--- src/rtl/psimd_pkg.sv ---
// ----------------------------------------------------------------------------
// psimd_pkg: shared types for the packed SIMD add/subtract ALU
// Operation codes, lane control and the transaction payload structs.
// ----------------------------------------------------------------------------
package psimd_pkg;

  // lane widths
  localparam int unsigned ByteW = 8;
  localparam int unsigned HalfW = 16;
  localparam int unsigned DataW = 32;
  localparam int unsigned NumBytes = DataW / ByteW;
  localparam int unsigned NumHalves = DataW / HalfW;

  // operation codes
  typedef enum logic [2:0] {
    FUNC_ADD  = 3'd0,
    FUNC_SUB  = 3'd1,
    FUNC_HADD = 3'd2,
    FUNC_HSUB = 3'd3,
    FUNC_QADD = 3'd4,
    FUNC_QSUB = 3'd5
  } psimd_func_e;

  // what a lane does with its exact sum or difference
  typedef enum logic [1:0] {
    MODE_WRAP,
    MODE_HALVE,
    MODE_SAT
  } psimd_mode_e;

  // control shared by all lanes
  typedef struct packed {
    logic        is_sub;
    logic        lanes_signed;
    psimd_mode_e mode;
  } psimd_lane_ctrl_t;

  // input transaction
  typedef struct packed {
    logic [2:0]       func;
    logic             lane_is_halfword;
    logic             lanes_signed;
    logic [DataW-1:0] operand_a;
    logic [DataW-1:0] operand_b;
  } psimd_in_t;

  // result transaction
  typedef struct packed {
    logic [DataW-1:0]    packed_result;
    logic [NumBytes-1:0] ge_flags;
    logic                ge_valid;
  } psimd_out_t;

endpackage

--- src/rtl/psimd_lane.sv ---
// ----------------------------------------------------------------------------
// psimd_lane: one add/subtract lane
// Forms the exact sum or difference of one lane and wraps, halves or
// saturates it. Also gives the GE flag of the lane.
// ----------------------------------------------------------------------------
module psimd_lane
  import psimd_pkg::*;
#(
  parameter int unsigned W = ByteW
) (
  input  logic [W-1:0]     a_i,
  input  logic [W-1:0]     b_i,
  input  psimd_lane_ctrl_t ctrl_i,
  output logic [W-1:0]     res_o,
  output logic             ge_o
);

  logic signed [W+1:0] xe;
  logic signed [W+1:0] ye;
  logic signed [W+1:0] exact;
  logic signed [W+1:0] hi_v;
  logic signed [W+1:0] lo_v;
  logic                xs;
  logic                ys;

  // sign or zero extend both operands to two guard bits
  assign xs   = ctrl_i.lanes_signed & a_i[W-1];
  assign ys   = ctrl_i.lanes_signed & b_i[W-1];
  assign xe   = {{2{xs}}, a_i};
  assign ye   = {{2{ys}}, b_i};
  assign exact = ctrl_i.is_sub ? (xe - ye) : (xe + ye);

  // lane range limits
  assign hi_v = ctrl_i.lanes_signed ? {3'b000, {(W-1){1'b1}}} : {2'b00, {W{1'b1}}};
  assign lo_v = ctrl_i.lanes_signed ? {3'b111, {(W-1){1'b0}}} : '0;

  // unsigned add flags the carry out, everything else a non-negative result
  assign ge_o = (!ctrl_i.lanes_signed && !ctrl_i.is_sub) ? exact[W] : !exact[W+1];

  // result selection
  always_comb begin
    unique case (ctrl_i.mode)
      MODE_WRAP:  res_o = exact[W-1:0];
      MODE_HALVE: res_o = exact[W:1];
      MODE_SAT: begin
        if (exact < lo_v) begin
          res_o = lo_v[W-1:0];
        end else if (exact > hi_v) begin
          res_o = hi_v[W-1:0];
        end else begin
          res_o = exact[W-1:0];
        end
      end
      default:    res_o = exact[W-1:0];
    endcase
  end

endmodule

--- src/rtl/psimd_datapath.sv ---
// ----------------------------------------------------------------------------
// psimd_datapath: lane array and result assembly
// Decodes the operation, runs four byte lanes and two halfword lanes side by
// side and packs the selected lane width into one result.
// ----------------------------------------------------------------------------
module psimd_datapath
  import psimd_pkg::*;
(
  input  psimd_in_t  in_i,
  output psimd_out_t out_o
);

  psimd_lane_ctrl_t    ctrl;
  logic                func_known;
  logic                plain;
  logic [DataW-1:0]    byte_res;
  logic [DataW-1:0]    half_res;
  logic [NumBytes-1:0] byte_ge;
  logic [NumHalves-1:0] half_ge;
  logic [NumBytes-1:0] half_ge_wide;

  // operation decode
  always_comb begin
    ctrl.is_sub       = in_i.func[0];
    ctrl.lanes_signed = in_i.lanes_signed;
    func_known        = 1'b1;
    plain             = 1'b0;
    unique case (in_i.func)
      FUNC_ADD, FUNC_SUB: begin
        ctrl.mode = MODE_WRAP;
        plain     = 1'b1;
      end
      FUNC_HADD, FUNC_HSUB: ctrl.mode = MODE_HALVE;
      FUNC_QADD, FUNC_QSUB: ctrl.mode = MODE_SAT;
      default: begin
        ctrl.mode  = MODE_WRAP;
        func_known = 1'b0;
      end
    endcase
  end

  // byte lanes
  for (genvar i = 0; i < NumBytes; i++) begin : g_byte
    psimd_lane #(.W(ByteW)) u_lane (
      .a_i   (in_i.operand_a[i*ByteW +: ByteW]),
      .b_i   (in_i.operand_b[i*ByteW +: ByteW]),
      .ctrl_i(ctrl),
      .res_o (byte_res[i*ByteW +: ByteW]),
      .ge_o  (byte_ge[i])
    );
  end

  // halfword lanes, each flag covers both of its bytes
  for (genvar h = 0; h < NumHalves; h++) begin : g_half
    psimd_lane #(.W(HalfW)) u_lane (
      .a_i   (in_i.operand_a[h*HalfW +: HalfW]),
      .b_i   (in_i.operand_b[h*HalfW +: HalfW]),
      .ctrl_i(ctrl),
      .res_o (half_res[h*HalfW +: HalfW]),
      .ge_o  (half_ge[h])
    );
    assign half_ge_wide[h*(HalfW/ByteW) +: (HalfW/ByteW)] = {(HalfW/ByteW){half_ge[h]}};
  end

  // result assembly; unknown codes give all zeros
  always_comb begin
    out_o = '0;
    if (func_known) begin
      out_o.packed_result = in_i.lane_is_halfword ? half_res : byte_res;
      out_o.ge_valid      = plain;
      if (plain) begin
        out_o.ge_flags = in_i.lane_is_halfword ? half_ge_wide : byte_ge;
      end
    end
  end

endmodule

--- src/rtl/packed_simd_add_sub_alu.sv ---
// ----------------------------------------------------------------------------
// packed_simd_add_sub_alu: packed SIMD add/subtract unit
// Byte and halfword lane add, subtract, halving and saturating operations
// on two packed 32-bit operands, with per-byte GE flags.
// ----------------------------------------------------------------------------
// Usage:
//   A transaction is accepted at a rising edge with start_i high and busy_o
//   low. busy_o never rises: the unit takes one transaction every cycle.
//   in_i carries the operation, lane width, signedness and both operands.
//   The transaction is captured in an input register, the lane logic works
//   between that register and the result register, and the result appears
//   on result_o with valid_o high for exactly one cycle, at the end of which
//   the receiver takes it.
//   Throughput is one transaction per cycle, set by the single
//   register-to-register pass through the lane adders.
//   The receiver cannot stall; each result must be taken in its strobe
//   cycle. Results leave in acceptance order.
//   Reset clears the valid bits of both register stages, so no result is
//   strobed for anything in flight at reset; payload registers keep
//   whatever they held.
// ----------------------------------------------------------------------------
module packed_simd_add_sub_alu
  import psimd_pkg::*;
(
  input  logic       clk_i,
  input  logic       rst_ni,
  input  logic       start_i,
  output logic       busy_o,
  input  psimd_in_t  in_i,
  output logic       valid_o,
  output psimd_out_t result_o
);

  logic       in_valid_d, in_valid_q;
  psimd_in_t  in_d, in_q;
  logic       res_valid_d, res_valid_q;
  psimd_out_t res_d, res_q;

  assign busy_o = 1'b0;

  // input stage
  assign in_valid_d = start_i && !busy_o;
  assign in_d       = in_i;

  always_ff @(posedge clk_i or negedge rst_ni) begin
    if (!rst_ni) begin
      in_valid_q <= 1'b0;
    end else begin
      in_valid_q <= in_valid_d;
    end
  end

  always_ff @(posedge clk_i) begin
    if (in_valid_d) begin
      in_q <= in_d;
    end
  end

  // lane logic
  psimd_datapath u_datapath (
    .in_i (in_q),
    .out_o(res_d)
  );

  // result stage
  assign res_valid_d = in_valid_q;

  always_ff @(posedge clk_i or negedge rst_ni) begin
    if (!rst_ni) begin
      res_valid_q <= 1'b0;
    end else begin
      res_valid_q <= res_valid_d;
    end
  end

  always_ff @(posedge clk_i) begin
    if (res_valid_d) begin
      res_q <= res_d;
    end
  end

  assign valid_o  = res_valid_q;
  assign result_o = res_q;

  // every accepted transaction is strobed once it has passed the input and result registers
  assert property (@(posedge clk_i) disable iff (!rst_ni)
    (start_i && !busy_o) |-> ##2 valid_o)
    else $error("accepted transaction produced no result");

  assert property (@(posedge clk_i) disable iff (!rst_ni)
    valid_o |-> $past(start_i, 2))
    else $error("result strobed without an accepted transaction");

  // flags only come with plain add or subtract
  assert property (@(posedge clk_i) disable iff (!rst_ni)
    (valid_o && !result_o.ge_valid) |-> (result_o.ge_flags == '0))
    else $error("GE flags set for an operation without flags");

  assert property (@(posedge clk_i) disable iff (!rst_ni)
    (valid_o && ($past(in_i.func, 2) > FUNC_QSUB))
      |-> (result_o == '0))
    else $error("unknown operation gave a nonzero result");

endmodule

--- config.mk ---
export PLATFORM = sky130hd
export DESIGN_NAME = packed_simd_add_sub_alu
export DESIGN_NICKNAME = d
export VERILOG_FILES = /design/src/rtl/psimd_pkg.sv /design/src/rtl/psimd_lane.sv /design/src/rtl/psimd_datapath.sv /design/src/rtl/packed_simd_add_sub_alu.sv
export SDC_FILE = /design/constraint.sdc
export NUM_CORES = 1
export LEC_CHECK = 0
export ABC_CLOCK_PERIOD_IN_PS = 5200
export BUFFER_PORTS_ARGS = -buffer_cell sky130_fd_sc_hd__clkbuf_2
export CELL_PAD_IN_SITES_DETAIL_PLACEMENT = 1
export CELL_PAD_IN_SITES_GLOBAL_PLACEMENT = 1
export CORE_MARGIN = 1.5
export CORE_UTILIZATION = 42
export CTS_CLUSTER_DIAMETER = 30
export DETAILED_ROUTE_END_ITERATION = 8
export PLACE_DENSITY_LB_ADDON = 0.1
export SYNTH_ARGS = -nofsm -noshare
export SYNTH_HDL_FRONTEND = slang
export SYNTH_SLANG_ARGS = --single-unit
--- constraint.sdc ---
create_clock -name clk_i -period 5.2 [get_ports clk_i]
set_clock_uncertainty 0.1 [all_clocks]
set_input_delay 1.04 -clock clk_i [delete_from_list [all_inputs] [get_ports clk_i]]
set_output_delay 1.04 -clock clk_i [all_outputs]
set_load 0.02 [all_outputs]
==> flow_metrics.env <==
export IMPL_place_gp_congestion=0.874
export IMPL_syn_area_per_cell_um2=8.81
export IMPL_finalSetupViolCount=0
export IMPL_cpPeakStageDelay_ns=0.63
export IMPL_clk_pin_slew_ns=0.08
export IMPL_yosysWarningCount=0
export IMPL_row_count=55
export IMPL_vias=9103
export IMPL_preCtsSetupSlack_ns=0.157
export IMPL_antenna_cells=0
export IMPL_vdd_drop_max_v=0.000191
export IMPL_clkSinkCount=108
export IMPL_r2r_end="result_o[11]"
export IMPL_synth_most_common_cell="a21oi_1"
export IMPL_coreArea_mm2=0.0228
export IMPL_grt_overflow_total=0
export IMPL_die_area_mm2=0.0242
export IMPL_io_buffers=109
export IMPL_status="finished, final reports clean"
export IMPL_cp_data_required_time_ns=5.21
export IMPL_fin_crit_sh_pct=95.3
export IMPL_finalWirelength_um=30500
export IMPL_cpMaxStageDelayCell="o21ai_0"
export IMPL_cts_buffers=9
export IMPL_worst_r2r_setup_slack_ns=0.25
export IMPL_final_net_count=1409
export IMPL_dp_hpwl_um=23800
export IMPL_synth_cell_types=85
export IMPL_syn_nets=1271
export IMPL_critPathKind="reg -> reg"
export IMPL_synthTopCellsByCount="a21oi_1, edfxtp_1, nand2_1"
export IMPL_cp_common_cell="ha_1"
export IMPL_drive_gt1_share_pct=19.2
export IMPL_startpoint="in_q[1]"
export IMPL_crit_reg2reg_launch="in_q[1]"
export IMPL_hp_class="in -> async"
export IMPL_hold_violations=0
export IMPL_h_tree_depth=3
export IMPL_r2r_cells=18
export IMPL_ys_flop_type="edfxtp_1"
export IMPL_dr_first_iter_drc_count=551
export IMPL_leakage_nw=4.71
export IMPL_cts_root_buf="clkbuf_16"
export IMPL_antenna_found_initial=0
export IMPL_grt_max_degree=39
export IMPL_tightestPinTransition_ns=1.06
export IMPL_end_kind="register"
export IMPL_netlist_instances=1111
export IMPL_critPathArrivalTime_ns=4.96
export IMPL_die_h_um=156
export IMPL_dr_pass1_iters=5
export IMPL_dp_cells=1543
export IMPL_period_needed_ns=4.95
export IMPL_grt_pass1_vias=8843
export IMPL_grt_usage_pct=25.4
export IMPL_slew_headroom_pct=29.3
export IMPL_synth_seq_area_share_pct=33.0
export IMPL_yosys_area_top_type="edfxtp_1"
export IMPL_area_growth_syn_to_layout_pct=16.6
export IMPL_detail_route_antenna_nets=0
export IMPL_clock_path_buffers=2
export IMPL_async_reset_ff_share_pct=1.85
export IMPL_stdcell_count=1566
export IMPL_drt_wirelength_per_cell_um=19.5
export IMPL_clock_fmax_ghz=0.202
export IMPL_p_per_area_mw_per_mm2=387
export IMPL_postCtsHoldBufs=0
export IMPL_netlist_area_mm2=0.00979
export IMPL_fin_tns_setup_ns=0
export IMPL_report_final_slew_viol_count=0
export IMPL_cts_tree="built"
export IMPL_die_w_um=156
export IMPL_fin_util_pct=50.1
export IMPL_final_area_mm2=0.0114
export IMPL_insertion_delay_ns=0.37
export IMPL_netlist_top_cells_area="edfxtp_1, ha_1, a21oi_1, xnor2_1, nand2_1"
export IMPL_maxCapViolCount=0
export IMPL_timing_final_ws_setup_ns=0.245
export IMPL_dpl_cell_area_mm2=0.0109
export IMPL_drc=0
export IMPL_rsz0062_at_grt="true"
export IMPL_synth_seq_cells=108
export IMPL_viasPerCell=5.81
export IMPL_io_pins=111
export IMPL_synth_top_area_share_pct=32.5
export IMPL_crit_fanout=6
export IMPL_grt_pass1_wl_um=48500
export IMPL_setup_worst_path_start_class="register"
export IMPL_start_util_pct=43.0
export IMPL_path_cells="inv_1, ha_1, nand2_1, nor3_1, nor2_1, xnor2_1, ha_1, o21ai_0, nand2b_1, o41a_1, a31oi_1, xnor2_1, ha_1, o21ai_0, nor2_1, a221oi_1, a221oi_1, buf_4"
export IMPL_synth_edff_count=106
[report_power, final]
| part | total (mW) | switching, mW | internal, mW |
|---|---|---|---|
| combinational | 2.56 | 1.59 | 0.967 |
| sequential | 1.17 | 0.0706 | 1.10 |
| clock | 0.682 | 0.347 | 0.334 |
| total | 4.41 | 2.01 | 2.40 |
[repair_timing]
action,CTS,global route
endpoints found under the setup margin,0,29
resized for setup,0,30
setup buffers,0,8
hold endpoints to repair,0,0
[worst max-delay path, delay by kind of cell (launching register included)]
| kind | cells | cell delay (ns) |
|---|---|---|
| flops | 1 | 0.43 |
| fa+ha+maj | 3 | 0.98 |
| simple gates | 5 | 0.76 |
| compound gates | 6 | 1.58 |
| xor+xnor | 2 | 0.57 |
| buf+inv | 2 | 0.28 |
[routing by layer]
| metal | vias to the layer above | track usage [%] | routed length (um) |
|---|---|---|---|
| li1 | 4384 | - | - |
| met1 | 4458 | 39.1 | 15600 |
| met2 | 245 | 38.1 | 13200 |
| met3 | 16 | 3.00 | 1430 |
| met4 | 0 | 4.49 | 279 |
| met5 | - | 0 | 0 |
[final cells by class]
class	count	area [um2]
inverter	61	229
multi-input combinational	901	6290
clock buffer	9	225
sequential	108	3230
clock inverter	6	57.6
fill	2718	11400
tap	313	392
timing repair buffer	168	988
[through the flow]
step / hold WS (ns) / power, mW
after global routing: 0.342 / 4.73
after global placement: 0.640 / 3.57
final: 0.353 / 4.41
after CTS: 0.344 / 4.33
after detailed placement: 0.631 / 3.63
after floorplan: 0.529 / 2.85
[logic make-up after synthesis]
group / count (synthesis) / share of synthesized area (%)
buffers and inverters: 102 / 4.05
AND/OR/NAND/NOR: 359 / 18.0
multiplexers: 12 / 1.28
AO/OA/AOI/OAI: 355 / 24.3
other: 1 / 0.0383
flip-flops: 108 / 33.0
XOR/XNOR: 86 / 7.85
adder cells (fa/ha/maj): 88 / 11.6
[registers in the layout (all words and copies together), names as in the netlist]
| register | count |
|---|---|
| in_q | 69 |
| result_o | 37 |
| in_valid_q | 1 |
| valid_o | 1 |
[placed cells by master (no fill, tap or decap), drive strengths merged, types with 5 or more instances in the layout]
cell type and count:
clkbuf 117, a21oi 111, edfxtp 106, nand2 103
nor2 101, ha 84, o21ai 81, inv 63
buf 60, xnor2 58, xor2 28, nor3 25
nand2b 21, nand3 20, and3 16, a221oi 16
and2 15, a21o 15, o211ai 14, a211oi 14
o21a 13, nor2b 12, or3 10, mux2i 8
o22ai 8, nand4 7, o21bai 7, a31oi 7
a2111oi 7, o221ai 7, nor4 7, or2 6
o31ai 6, nor3b 5, a21boi 5, a22oi 5
nor4b 5
[worst max-delay path by stage]
stage / end / depth (start not counted)
2_1_floorplan: result_o[5] / 18
3_3_place_gp: result_o[34] / 20
3_5_place_dp: result_o[31] / 21
4_1_cts: result_o[31] / 21
5_1_grt: result_o[5] / 24
6_report: result_o[11] / 18
Power figures use the tool's default switching activity.
